--- config.mk ---
export PLATFORM = sky130hd
export DESIGN_NAME = xor_checksum_frame_decoder
export DESIGN_NICKNAME = d
export VERILOG_FILES = /design/src/xcfd_pkg.sv /design/src/xcfd_in_stage.sv /design/src/xcfd_parser.sv /design/src/xcfd_out_stage.sv /design/src/xor_checksum_frame_decoder.sv
export SDC_FILE = /design/constraint.sdc
export NUM_CORES = 1
export LEC_CHECK = 0
export ABC_AREA = 0
export BUFFER_PORTS_ARGS = -buffer_cell sky130_fd_sc_hd__buf_2
export CAP_MARGIN = 20
export CORE_MARGIN = 1.5
export CORE_UTILIZATION = 40
export DETAILED_ROUTE_END_ITERATION = 12
export GPL_TIMING_DRIVEN = 0
export PLACE_DENSITY = 0.56
export SLEW_MARGIN = 15
export SYNTH_ARGS = -nofsm -noshare
export SYNTH_HDL_FRONTEND = slang
export SYNTH_SLANG_ARGS = --single-unit
--- constraint.sdc ---
create_clock -name clock -period 7.3 [get_ports clock]
set_input_delay 1.46 -clock clock [delete_from_list [all_inputs] [get_ports clock]]
set_output_delay 1.46 -clock clock [all_outputs]
set_load 0.005 [all_outputs]
--- src/xcfd_pkg.sv ---
package xcfd_pkg;

   localparam logic [7:0] SOF_BYTE = 8'hFE;

   typedef enum logic [2:0] {
      PH_HUNT    = 3'd0,
      PH_FX_HI   = 3'd1,
      PH_FX_LO   = 3'd2,
      PH_LEN_HI  = 3'd3,
      PH_LEN_LO  = 3'd4,
      PH_PAYLOAD = 3'd5,
      PH_CHECK   = 3'd6
   } phase_type;

   typedef enum logic [2:0] {
      EV_NONE   = 3'd0,
      EV_DATA   = 3'd1,
      EV_GOOD   = 3'd2,
      EV_BAD    = 3'd3,
      EV_REJECT = 3'd4
   } event_type;

   typedef struct packed {
      event_type   event_res;
      logic [15:0] function_code;
      logic [7:0]  payload_length;
      logic [7:0]  payload_byte;
      logic [7:0]  payload_index;
      logic        last_frame_valid;
   } result_type;

endpackage

--- src/xcfd_in_stage.sv ---
module xcfd_in_stage (
   input  logic       clock,
   input  logic       reset,
   input  logic       in_valid,
   output logic       in_ready,
   input  logic [7:0] in_byte,
   input  logic       advance,
   output logic       held_valid,
   output logic [7:0] held_byte
);

   logic       valid_ff;
   logic       valid_in;
   logic [7:0] byte_ff;

   assign in_ready   = !valid_ff || advance;
   assign valid_in   = (in_valid && in_ready) || (valid_ff && !advance);
   assign held_valid = valid_ff;
   assign held_byte  = byte_ff;

   always_ff @(posedge clock) begin
      if (reset) begin
         valid_ff <= 1'b0;
      end else begin
         valid_ff <= valid_in;
      end
   end

   always_ff @(posedge clock) begin
      if (in_valid && in_ready) begin
         byte_ff <= in_byte;
      end
   end

endmodule

--- src/xcfd_parser.sv ---
module xcfd_parser #(
   parameter int LENGTH_LIMIT = 256
) (
   input  logic                clock,
   input  logic                reset,
   input  logic                step,
   input  logic [7:0]          rx_byte,
   output xcfd_pkg::result_type result
);

   localparam int IDX_W = (LENGTH_LIMIT > 2) ? $clog2(LENGTH_LIMIT) : 1;
   localparam logic [16:0] LIMIT_VAL = 17'(LENGTH_LIMIT);

   xcfd_pkg::phase_type phase_ff, phase_in;
   logic [15:0]      function_ff, function_in;
   logic [15:0]      length_ff, length_in;
   logic [IDX_W-1:0] index_ff, index_in;
   logic [7:0]       xor_ff, xor_in;
   logic             valid_ff, valid_in;

   logic [15:0]      length_full;
   logic [IDX_W-1:0] index_next;
   logic [15:0]      index_wide;
   logic [15:0]      index_next_wide;

   assign length_full     = {length_ff[15:8], rx_byte};
   assign index_next      = index_ff + 1'b1;
   assign index_wide      = 16'(index_ff);
   assign index_next_wide = 16'(index_next);

   always_comb begin
      phase_in    = phase_ff;
      function_in = function_ff;
      length_in   = length_ff;
      index_in    = index_ff;
      xor_in      = xor_ff;
      valid_in    = valid_ff;
      unique case (phase_ff)
         xcfd_pkg::PH_HUNT: begin
            if (rx_byte == xcfd_pkg::SOF_BYTE) begin
               xor_in   = xcfd_pkg::SOF_BYTE;
               phase_in = xcfd_pkg::PH_FX_HI;
            end
         end
         xcfd_pkg::PH_FX_HI: begin
            function_in = {rx_byte, 8'h00};
            xor_in      = xor_ff ^ rx_byte;
            phase_in    = xcfd_pkg::PH_FX_LO;
         end
         xcfd_pkg::PH_FX_LO: begin
            function_in = {function_ff[15:8], rx_byte};
            xor_in      = xor_ff ^ rx_byte;
            phase_in    = xcfd_pkg::PH_LEN_HI;
         end
         xcfd_pkg::PH_LEN_HI: begin
            length_in = {rx_byte, 8'h00};
            xor_in    = xor_ff ^ rx_byte;
            phase_in  = xcfd_pkg::PH_LEN_LO;
         end
         xcfd_pkg::PH_LEN_LO: begin
            length_in = length_full;
            xor_in    = xor_ff ^ rx_byte;
            if (length_full == 16'd0) begin
               phase_in = xcfd_pkg::PH_CHECK;
            end else if ({1'b0, length_full} >= LIMIT_VAL) begin
               phase_in = xcfd_pkg::PH_HUNT;
            end else begin
               index_in = '0;
               phase_in = xcfd_pkg::PH_PAYLOAD;
            end
         end
         xcfd_pkg::PH_PAYLOAD: begin
            xor_in   = xor_ff ^ rx_byte;
            index_in = index_next;
            if (index_next_wide >= length_ff) begin
               phase_in = xcfd_pkg::PH_CHECK;
            end
         end
         xcfd_pkg::PH_CHECK: begin
            valid_in = (xor_ff == rx_byte);
            phase_in = xcfd_pkg::PH_HUNT;
         end
         default: begin
            phase_in = xcfd_pkg::PH_HUNT;
         end
      endcase
   end

   always_comb begin
      result.event_res        = xcfd_pkg::EV_NONE;
      result.function_code    = function_in;
      result.payload_length   = length_in[7:0];
      result.payload_byte     = 8'h00;
      result.payload_index    = 8'h00;
      result.last_frame_valid = valid_in;
      unique case (phase_ff)
         xcfd_pkg::PH_LEN_LO: begin
            if (length_full != 16'd0 && {1'b0, length_full} >= LIMIT_VAL) begin
               result.event_res = xcfd_pkg::EV_REJECT;
            end
         end
         xcfd_pkg::PH_PAYLOAD: begin
            result.event_res     = xcfd_pkg::EV_DATA;
            result.payload_byte  = rx_byte;
            result.payload_index = index_wide[7:0];
         end
         xcfd_pkg::PH_CHECK: begin
            result.event_res = (xor_ff == rx_byte) ? xcfd_pkg::EV_GOOD : xcfd_pkg::EV_BAD;
         end
         default: begin
            result.event_res = xcfd_pkg::EV_NONE;
         end
      endcase
   end

   always_ff @(posedge clock) begin
      if (reset) begin
         phase_ff    <= xcfd_pkg::PH_HUNT;
         function_ff <= '0;
         length_ff   <= '0;
         index_ff    <= '0;
         xor_ff      <= '0;
         valid_ff    <= 1'b0;
      end else if (step) begin
         phase_ff    <= phase_in;
         function_ff <= function_in;
         length_ff   <= length_in;
         index_ff    <= index_in;
         xor_ff      <= xor_in;
         valid_ff    <= valid_in;
      end
   end

endmodule

--- src/xcfd_out_stage.sv ---
module xcfd_out_stage (
   input  logic                 clock,
   input  logic                 reset,
   input  logic                 load,
   input  xcfd_pkg::result_type load_data,
   output logic                 out_valid,
   input  logic                 out_ready,
   output xcfd_pkg::result_type out_data
);

   logic                 valid_ff;
   logic                 valid_in;
   xcfd_pkg::result_type data_ff;

   assign valid_in  = load || (valid_ff && !out_ready);
   assign out_valid = valid_ff;
   assign out_data  = data_ff;

   always_ff @(posedge clock) begin
      if (reset) begin
         valid_ff <= 1'b0;
      end else begin
         valid_ff <= valid_in;
      end
   end

   always_ff @(posedge clock) begin
      if (load) begin
         data_ff <= load_data;
      end
   end

endmodule

--- src/xor_checksum_frame_decoder.sv ---
// Deframes a byte stream of the form start byte 0xFE, 16-bit function code, 16-bit length,
// payload and one XOR checksum byte, and returns exactly one result word for every byte
// word taken in. Payload bytes come out with their index, and the checksum byte gives a
// good or bad verdict; a length at or above LENGTH_LIMIT is rejected and the decoder goes
// back to hunting for the start byte. One byte is taken every clock cycle while the result
// side is not stalled; each byte passes an input register, the parser logic and an output
// register, which holds its result word until the result side is ready to take it.
module xor_checksum_frame_decoder #(
   parameter int LENGTH_LIMIT = 256
) (
   input  logic        clock,
   input  logic        reset,
   input  logic        req_tvalid,
   output logic        req_tready,
   input  logic [7:0]  req_tdata,  // rx_byte[7:0]
   output logic        rsp_tvalid,
   input  logic        rsp_tready,
   // function_code[15:0], payload_length[23:16], payload_byte[31:24],
   // payload_index[39:32], last_frame_valid[40], zero fill [47:41].
   output logic [47:0] rsp_tdata,
   output logic [2:0]  rsp_tuser   // event_res[2:0]
);

   logic                 held_valid;
   logic [7:0]           held_byte;
   logic                 advance;
   xcfd_pkg::result_type parse_result;
   xcfd_pkg::result_type out_result;

   assign advance = held_valid && (!rsp_tvalid || rsp_tready);

   xcfd_in_stage u_in_stage (
      .clock      (clock),
      .reset      (reset),
      .in_valid   (req_tvalid),
      .in_ready   (req_tready),
      .in_byte    (req_tdata),
      .advance    (advance),
      .held_valid (held_valid),
      .held_byte  (held_byte)
   );

   xcfd_parser #(
      .LENGTH_LIMIT (LENGTH_LIMIT)
   ) u_parser (
      .clock   (clock),
      .reset   (reset),
      .step    (advance),
      .rx_byte (held_byte),
      .result  (parse_result)
   );

   xcfd_out_stage u_out_stage (
      .clock     (clock),
      .reset     (reset),
      .load      (advance),
      .load_data (parse_result),
      .out_valid (rsp_tvalid),
      .out_ready (rsp_tready),
      .out_data  (out_result)
   );

   assign rsp_tdata = {7'b0, out_result.last_frame_valid, out_result.payload_index,
                       out_result.payload_byte, out_result.payload_length,
                       out_result.function_code};
   assign rsp_tuser = out_result.event_res;

`ifndef NO_ASSERTIONS
   a_stall_blocks_parser: assert property (@(posedge clock) disable iff (reset)
      (rsp_tvalid && !rsp_tready) |-> !advance)
      else $error("parser advanced while a result word was stalled");

   a_full_input_moves: assert property (@(posedge clock) disable iff (reset)
      (req_tready && held_valid) |-> advance)
      else $error("input taken while the held byte could not move on");

   a_good_sets_valid: assert property (@(posedge clock) disable iff (reset)
      (rsp_tvalid && rsp_tuser == xcfd_pkg::EV_GOOD) |-> rsp_tdata[40])
      else $error("good frame reported without the valid flag");

   a_bad_clears_valid: assert property (@(posedge clock) disable iff (reset)
      (rsp_tvalid && rsp_tuser == xcfd_pkg::EV_BAD) |-> !rsp_tdata[40])
      else $error("bad frame reported with the valid flag set");
`endif

endmodule
* Word-level counts from Yosys, hierarchy flattened
Index checks and enable logic that the tools add are counted.
** Storage, ports and cells
- Output and inout port bits :: 53
- Word-level logic and storage cells :: 72
- Flip-flop bits (word level) :: 106
** Operators by class
- Multiplexer cells :: 16
- Equality and inequality tests :: 12
- $lt $le $gt $ge :: 2
- Bitwise gates (word level) :: 2
- Add/subtract/negate cells :: 1
- Reductions and logical operators :: 23
** Operator list (count)
- $pmux 16 s2 :: 2
- $pmux 8 s2 :: 2
- $mux 8 :: 3
- $pmux 3 s6 :: 1
- $ge 16x9->1 const B :: 1
- $ge 8x16->1 :: 1
- $logic_not 16->1 :: 1
- $reduce_bool 16->1 :: 1
- $mux 3 :: 5
- $eq 3x3->1 const B :: 3
- $pmux 3 s3 :: 1
- $reduce_and 3->1 :: 3
- $add 8x1->8 const B :: 1
- $eq 8x8->1 :: 1
- $eq 8x8->1 const B :: 1
- $xor 8x8->8 :: 1
- $eq 3x2->1 const B :: 2
- $logic_and 1x1->1 :: 5
- $reduce_or 5->1 :: 1
- $logic_not 1->1 :: 4
- $logic_or 1x1->1 :: 4
- $ne 2x1->1 const B :: 2
- $ne 2x2->1 const B :: 2
- $reduce_and 4->1 :: 1
- 5 further kinds :: 7

* Logic depth before layout (Yosys ltp)
Gate-level depths: netlist of run 1.
- Depth after elaboration :: 6
- Mapped depth :: 10
- Gate-level depth less buffers :: 10

* By module
Synthesis of run 1 repeated with hierarchy kept, for this count alone.
** Second synthesis, totals
- Cells, all modules :: 463
- Area total of the unflattened synthesis :: 4973.5 um^2
** By module, submodules not included
- xcfd_parser :: cells each 392, area each 3250.6 um^2, instances 1
- xcfd_out_stage :: cells each 48, area each 1360.1 um^2, instances 1
- xcfd_in_stage :: cells each 13, area each 295.3 um^2, instances 1
- xor_checksum_frame_decoder :: cells each 10, area each 67.6 um^2, instances 1

* Worst setup path before layout of run 1
No wires, ideal clock.
- Kind :: input to register
- Start :: input rsp_tready
- End :: register u_out_stage.data_ff (netlist bit u_out_stage.out_data[0]), enable pin
- Stages :: 4
- Setup slack :: 3.570 ns
- Arrival time :: 3.305 ns
- Buffers on the path :: 1
- Cell sequence :: nand2b_1 -> nand2_1 -> inv_1 -> clkbuf_1
** Between the ends
- Word-level cells in the longest chain between the ends :: 2
** Ends and longest elaborated chain
- start: declaration :: RTL line xor_checksum_frame_decoder.sv:17 : input logic rsp_tready,
- $logic_or 1x1->1 :: RTL line xor_checksum_frame_decoder.sv:30 : assign advance = held_valid && (!rsp_tvalid || rsp_tready);
- $logic_and 1x1->1 :: RTL line xor_checksum_frame_decoder.sv:30
- named net advance :: RTL line xor_checksum_frame_decoder.sv:26 : logic advance;
- end signal: assignment :: RTL line xcfd_out_stage.sv:29 : data_ff <= load_data;
- end: declaration :: RTL line xcfd_out_stage.sv:13 : xcfd_pkg::result_type data_ff;
The timed path passes the listed nets, and every way through them passes these cells.
A chain may end at the register's enable or synchronous reset.

* Worst setup path in the final report of run 1
- Start :: input rsp_tready
- End :: output req_tready
** Between the ends
- Word-level cells in the longest chain between the ends :: 3
** Ends and longest elaborated chain
- $logic_or 1x1->1 :: RTL line xor_checksum_frame_decoder.sv:30
- $logic_and 1x1->1 :: RTL line xor_checksum_frame_decoder.sv:30
- $logic_or 1x1->1 :: RTL line xcfd_in_stage.sv:16 : assign in_ready = !valid_ff || advance;
- end: declaration :: RTL line xor_checksum_frame_decoder.sv:14 : output logic req_tready,
Every way passes these cells.

==> results of run 1 <==
==> synthesized netlist by cell type (7+ instances only) <==
library cell	number
xnor2_1	12
buf_4	7
inv_1	10
nor2b_1	11
edfxtp_1	52
nor2_1	54
o22ai_1	8
mux2i_1	9
dfxtp_1	54
nand2_1	43
ha_1	9
and3_1	17
o21ai_0	17
mux2_2	8
a22oi_1	16
or2_2	8
a311oi_1	10
a21oi_1	41
clkbuf_1	27
==> state kept, by name (all words and copies together), names as in the netlist, 3 cells and up <==
register,flops
u_in_stage.held_byte,8
u_parser.function_ff,16
u_parser.phase_ff,3
u_parser.index_ff,8
u_out_stage.out_data,44
u_parser.xor_ff,8
u_parser.length_ff,16
==> how the worst min path moves through the flow <==
| stage | startpoint | slack, ns | to |
|---|---|---|---|
| 2_1_floorplan | u_parser.function_ff[10] | 0.43 | u_parser.function_ff[10] |
| 3_3_place_gp | u_parser.function_ff[10] | 0.44 | u_parser.function_ff[10] |
| 3_5_place_dp | u_parser.function_ff[10] | 0.45 | u_parser.function_ff[10] |
| 4_1_cts | u_parser.function_ff[10] | 0.46 | u_parser.function_ff[10] |
| 5_1_grt | u_parser.function_ff[14] | 0.48 | u_parser.function_ff[14] |
| 6_report | u_parser.function_ff[12] | 0.45 | u_parser.function_ff[12] |
==> power by group through the flow <==
stage          Clock, mW  Combinational (mW)  Sequential, mW
6_report           0.512              0.0521           0.640
3_5_place_dp           0              0.0526           0.654
2_1_floorplan          0              0.0262           0.655
5_1_grt            0.542              0.0570           0.642
3_3_place_gp           0              0.0518           0.654
4_1_cts            0.522              0.0527           0.640
==> routing by layer <==
| layer | share of wire (%) | vias to the layer above | track usage [%] | routed length (um) |
|---|---|---|---|---|
| met5 | 0 | - | 0 | 0 |
| met4 | 2.1 | 0 | 7.26 | 231 |
| met1 | 45 | 1725 | 25.1 | 5090 |
| met3 | 5.6 | 15 | 4.27 | 631 |
| met2 | 47 | 112 | 29.1 | 5280 |
| li1 | - | 1822 | - | - |
==> worst max-delay path: cells and delay by family <==
| family | cells | cell delay (ns) |
|---|---|---|
| AND/OR/NAND/NOR | 2 | 0.27 |
| buffers and inverters | 2 | 0.24 |
==> cell usage in the layout (no fill, tap or decap), drive strengths merged, types with 7 or more instances in the layout <==
cell	n
o21ai	17
a22oi	16
a311oi	10
and3	17
inv	12
nor2	55
edfxtp	52
xnor2	12
o22ai	8
nand3	7
mux2i	9
dfxtp	54
a21oi	41
or2	8
ha	9
nand2	43
buf	69
clkbuf	37
nor2b	11
mux2	8
conb	7
==> kinds of logic after synthesis <==
group / share of synthesized area, %
flops: 55.0
buf+inv: 4.56
compound gates: 13.7
xor+xnor: 2.74
fa+ha+maj: 2.35
mux: 3.75
simple gates: 17.8
other cells: 0.0781
==> stage by stage <==
| step | worst slack, ns | hold WS (ns) |
|---|---|---|
| final | 3.87 | 0.454 |
| after floorplan | 3.57 | 0.434 |
| after global routing | 3.74 | 0.484 |
| after CTS | 3.87 | 0.458 |
| after detailed placement | 3.87 | 0.448 |
| after global placement | 2.69 | 0.439 |
==> area by class of cell <==
type,instances,area [um2]
fill,1105,5960
buffer,40,185
inverter,10,37.5
clock inverter,6,68.8
tap,143,179
multi-input combinational,321,1960
timing repair buffer,56,280
sequential,106,2640
clock buffer,10,250
==> impl_results.md, run 1 <==
* Outcome: finished with violations
* Failing checks: DRC
* Pre-antenna DRT Iters at 9
* Post-synthesis async set-or-reset flop share at 0%
* Hold Violations, Final at 0
* Grt ovf at 0
* Layout Area Growth over Synthesis at 16.8%
* CP max stage delay at between 0.15 and 0.2 ns
* CP endpoint kind: output port
* Yosys top cell by area: edfxtp_1
* VDD IR max at 0.109 mV
* Fmax at 292 MHz
* Share of the synthesized area in the top cell type at 32.5%
* Largest net degree at the start of global routing at 54
* Via-per-instance ratio at approximately 5.3
* P_int at 0.941 mW
* Slew headroom at 47.3%
* Vias in the first global route at between 3,000 and 4,000
* R2r worst-path depth at 10
* Pwr Density at 215 nW/um2
* Global-route wire length before repair at 18,200 um
* Post-CTS sizing at 0
* Final ANT Viol Nets at 0
* Initial antenna violation count at 0
* Fin Clk Skew at 0.00865 ns
* Setup Viol. Count Final at 0
* Tightest Hold Check Type: reg -> reg
* Tcrit/Tclk final at a little under half
* Worst setup path startpoint: rsp_tready
* Sequential power share at 53.2%
* Clk slew on worst S/H paths at 0.07 ns
* CTS tree: built
* Insertion delay to the later sink of the worst-skew pair at 0.35 ns
* Crit path kind: in -> out
* Final min period at about 3.4 ns
* Clock sinks at around 110
* FP Rows at 39
* Number of port buffers at 56
* Synth area leaders: edfxtp_1 33%, dfxtp_1 23%, a21oi_1 4.3%, nor2_1 4.2%, nand2_1 3.4%
* Least-Margin Pin Slew at roughly 0.8 ns
* Nets at 565
* Placer's final routability congestion estimate at between 0.8 and 0.9
* Final wirelength at 11,200 um
* Crit path cell chain: buf_2 > nor2b_1 > nand2_1 > buf_2
* Clk pwr share at 42.5%
* Util after Layout at between 40% and 50%
* Worst path required time at roughly 6 ns
* Mapped Cells at 471
* Logic pwr share at about 4.3%
* Net Switching at 0.263 mW
* CTS max path bufs at 2
* Hold buffer count at cts at 0
* Sw Ratio at between 20% and 30%
* Synth cell types at 50
* Primary FF master, synth: dfxtp_1
* Clk root buf: clkbuf_16
* Sum of negative setup slack at 0 ns
* Crit-path slowest cell: nor2b_1
* Placed cell area at 5290 um2
* Leakage Power at approximately 2.1 nW
* Initial Util at between 40 and 50%
* Post-DR wirelength/cell at roughly 16 um
* Worst Setup Start Kind: primary input
* CP arrival at 1.97 ns
* Max Slew Vio Count at 0
* Placed Cells at 676
* Die width at 113 um
* Diode count at 0
* Vias at roughly 3,700
* CTS Buf Count at 9
* Hold depth at 2
* Synth warnings at 0
* DIE HEIGHT at 113 um
* Post-synth EDFFs at 52
* Design Power at around 1.2 mW
* Share of cells above drive strength 1 at about a fifth
* R2R Path Start: u_parser.index_ff[0]
* FF-to-FF setup slack at 4.69 ns
* Post-CTS setup buffer count at 0
* Max cap viols at 0
* Post-synthesis cell area at between 4000 and 5000 um2
* Core area at 11,600 um2
* # IOs at 65
* DP HPWL at 7730 um
* Final Non-Filler Cells at slightly below 700
* Max Fanout on Critical Path at 3
* Remaining DRCs at 6
* Sequential share of the synthesized area at between 50% and 60%
* Post-synthesis register bit count at 106
* Mean post-synth cell area at just over 10 um2
* H-tree levels at 3
* Unrepaired setup endpoints after global routing: no
* Final Instance Area at about 5600 um2
* Die area at 12,700 um2
* CP Capture Point: req_tready
* GRT Overall Usage at 18.6%
* Iteration-0 DRC Markers at 271
* Most Frequent Cell on Critical Path: buf_2
* Reg-to-reg endpoint: u_parser.phase_ff[1]
No activity file was read; power rests on OpenSTA's default activity.
==> run 2, diff against run 1 <==
--- a/config.mk
+++ b/config.mk
@@ -5,7 +5,7 @@
 export SDC_FILE = /design/constraint.sdc
 export NUM_CORES = 1
 export LEC_CHECK = 0
-export ABC_AREA = 0
+export ABC_AREA = 1
 export BUFFER_PORTS_ARGS = -buffer_cell sky130_fd_sc_hd__buf_2
 export CAP_MARGIN = 20
 export CORE_MARGIN = 1.5
==> constraint.sdc (replaced) <==
create_clock -name clock -period 3.2 [get_ports clock]
set_input_delay 0.64 -clock clock [delete_from_list [all_inputs] [get_ports clock]]
set_output_delay 0.64 -clock clock [all_outputs]
set_load 0.005 [all_outputs]
==> impl_results.md, run 2 <==
* Fmax at between 400 and 500 MHz
* Area occupied by registers at 2640 um2
* Tightest Hold Check Type: reg -> reg
* Reg-to-reg endpoint: u_parser.phase_ff[0]
* Vias at 3,518
* Sum of negative setup slack at 0 ns
* Die area at roughly 12,000 um2
* Placed cell area at 5140 um2
* Clock sinks at 106
* GRT Overall Usage at about 17%
* Share of cells above drive strength 1 at 17.8%
* H-tree levels at 3
* CTS tree: built
* Placed Cells at 711
* Share of the synthesized area in the top cell type at 33.5%
* Buf/Inv on CP at 2
* Pwr Density at 518 nW/um2
* Initial Util at 40.9%
* Remaining DRCs at 0
* Synth cell types at 34
* Worst path required time at between 3 and 4 ns
* FF-to-FF setup slack at ~0.87 ns
* Nets at 600
* Global-route wire length before repair at between 15,000 and 20,000 um
* Sequential share of the synthesized area at 56.8%
* Insertion delay to the later sink of the worst-skew pair at about 0.34 ns
* FP Rows at 39
* Iteration-0 DRC Markers at 187
* Initial antenna violation count at 0
* Max Slew Vio Count at 0
* Die width at 111 um
* Fin Clk Skew at ~0.0057 ns
* Multi-input gate area in the final layout at approximately 1600 um2
* Pre-antenna DRT Iters at 4
* Post-DR wirelength/cell at roughly 13 um
* Final min period at 2.33 ns
* Final ANT Viol Nets at 0
* Slew headroom at 63.1%
* Worst Setup Start Kind: register
* Synth warnings at 0
* Post-synthesis cell area at 4650 um2
* Xor/xnor cell area share of the yosys netlist at under 10%
* Max Fanout on Critical Path at 5
* CTS Buf Count at 9
* Max cap viols at 0
* Vias in the first global route at 3,310
* VDD IR max at about 0.24 mV
* Clk slew on worst S/H paths at 0.07 ns
* Post-synthesis register bit count at 106
* Crit path kind: reg -> reg
* Largest family of logic cells by synthesized area: simple AND/OR/NAND/NOR gates
* Primary FF master, synth: dfxtp_1
* Diode count at 0
* Most Frequent Cell on Critical Path: nand2_1
* Layout fillers at between 1,000 and 1,500
* # IOs at 65
* Crit path cell chain: ha_1 > nand3_1 > nor3_1 > xor2_1 > ha_1 > nand2_1 > inv_1 > nand2_1 > nor2_1 > nor2_1 > nand2_1 > nand2_1 > nand2_1 > nand2_1 > o21ai_0 > inv_1
* Synth Area in Simple Gates at around 16%
* Most common cell after layout, fill and taps aside: inv_1
* Post-synthesis async set-or-reset flop share at 0%
* Final wirelength at 9720 um
* Post-synth EDFFs at 52
* Leakage Power at 2.42 nW
* Largest net degree at the start of global routing at 54
* Util after Layout at 47.8%
* Grt ovf at 0
* Outcome: finished, final reports clean
* CP arrival at about 2.6 ns
* CP Capture Point: u_parser.phase_ff[0]
* Mapped Cells at 506
* Worst setup path startpoint: u_parser.index_ff[0]
* Mean post-synth cell area at roughly 9 um2
* Hold buffer count at cts at 0
* Clk root buf: clkbuf_16
* R2r worst-path depth at 16
* Compound-cell area share of the yosys netlist at between 10 and 15%
* Critical path depth in cells at 16
* Unrepaired setup endpoints after global routing: no
* Synth area leaders: edfxtp_1 34%, dfxtp_1 23%, inv_1 6.8%, nand2_1 5.2%, a21oi_1 4.8%
* R2R Path Start: u_parser.index_ff[0]
* CP top delay family: simple AND/OR/NAND/NOR gates
* Crit-path slowest cell: dfxtp_1
* Post-CTS setup buffer count at 0
* Commonest cells post-synth: 84 x inv_1, 65 x nand2_1, 54 x dfxtp_1
* Least-Margin Pin Slew at 0.551 ns
* Final Non-Filler Cells at a little over 700
* Fraction of the mapped netlist area in adder cells at under 10%
* Core area at 11,400 um2
* Count leader, synth: inv_1
* Setup Viol. Count Final at 0
* Post-CTS sizing at 0
* DP HPWL at between 6000 and 7000 um
* Final Instance Area at 5430 um2
* Hold Violations, Final at 0
* Mux share of post-synthesis cell area at 0%
* Number of port buffers at 56
* Most frequent cells in the layout: 84 x inv_1, 65 x nand2_1, 57 x buf_2
* DIE HEIGHT at 111 um
* Placer's final routability congestion estimate at ~0.88
* Layout Area Growth over Synthesis at 16.7%
* Via-per-instance ratio at 4.84
* Yosys top cell by area: edfxtp_1
* CP max stage delay at 0.41 ns
* Tcrit/Tclk final at 72.8%
* CTS max path bufs at 2
* CP endpoint kind: register
* Max reg flops at 44
## run 2: worst reg2reg max path, delay by kind of cell, from the launching register on
family                     cells  cell delay (ns)
AOI/OAI and AO/OA              1             0.19
xor gates and xnor gates       1             0.12
adders and majority gates      2             0.49
buffers and inverters          2             0.11
DFF                            1             0.41
and+or+nand+nor               10             0.88
## run 2: power breakdown
group          switching [mW]  internal (mW)
Sequential             0.0206           1.49
Combinational           0.142         0.0782
Clock                   0.479          0.608
## run 2: layout make-up
cell class	instances	area share (%)
Tap cell	143	3.29
Clock inverter	6	1.20
Inverter	91	6.34
Multi-Input combinational cell	294	28.5
Sequential cell	106	48.7
Buffer	21	2.58
Clock buffer	10	4.22
Timing Repair Buffer	56	5.16
## run 2: how the worst min path moves through the flow
stage	startpoint	to	slack, ns	cells after the start
2_1_floorplan	u_parser.xor_ff[1]	u_parser.xor_ff[1]	0.44	2
3_3_place_gp	u_parser.xor_ff[6]	u_parser.xor_ff[6]	0.44	2
3_5_place_dp	u_parser.xor_ff[7]	u_parser.xor_ff[7]	0.45	2
4_1_cts	req_tdata[4]	u_in_stage.held_byte[4]	0.46	1
5_1_grt	req_tdata[4]	u_in_stage.held_byte[4]	0.45	1
6_report	u_parser.xor_ff[5]	u_parser.xor_ff[5]	0.46	2
## run 2: logic make-up (layout without fill, tap and decap cells)
family / Yosys count / in the layout
other: 1 / 7
adders and majority gates: 9 / 9
AOI/OAI and AO/OA: 107 / 107
DFF: 106 / 106
buffers and inverters: 112 / 184
xor gates and xnor gates: 14 / 14
and+or+nand+nor: 157 / 157
## run 2: layer usage
layer	wire length [um]	GRT usage [%]	vias up	part of all wire (%)
li1	-	-	1790	-
met4	169	5.73	0	1.7
met5	0	0	-	0
met2	4790	27.6	66	49
met1	4340	21.1	1648	45
met3	413	3.77	14	4.2
## run 2: through the flow
stage               total power, mW  setup slack (ns)  hold slack, ns
CTS                            2.85             0.871           0.456
floorplan                      1.68              1.17           0.437
detailed placement             1.76             0.877           0.452
finish                         2.81             0.871           0.463
global placement               1.75             0.889           0.444
global route                   2.93             0.570           0.453
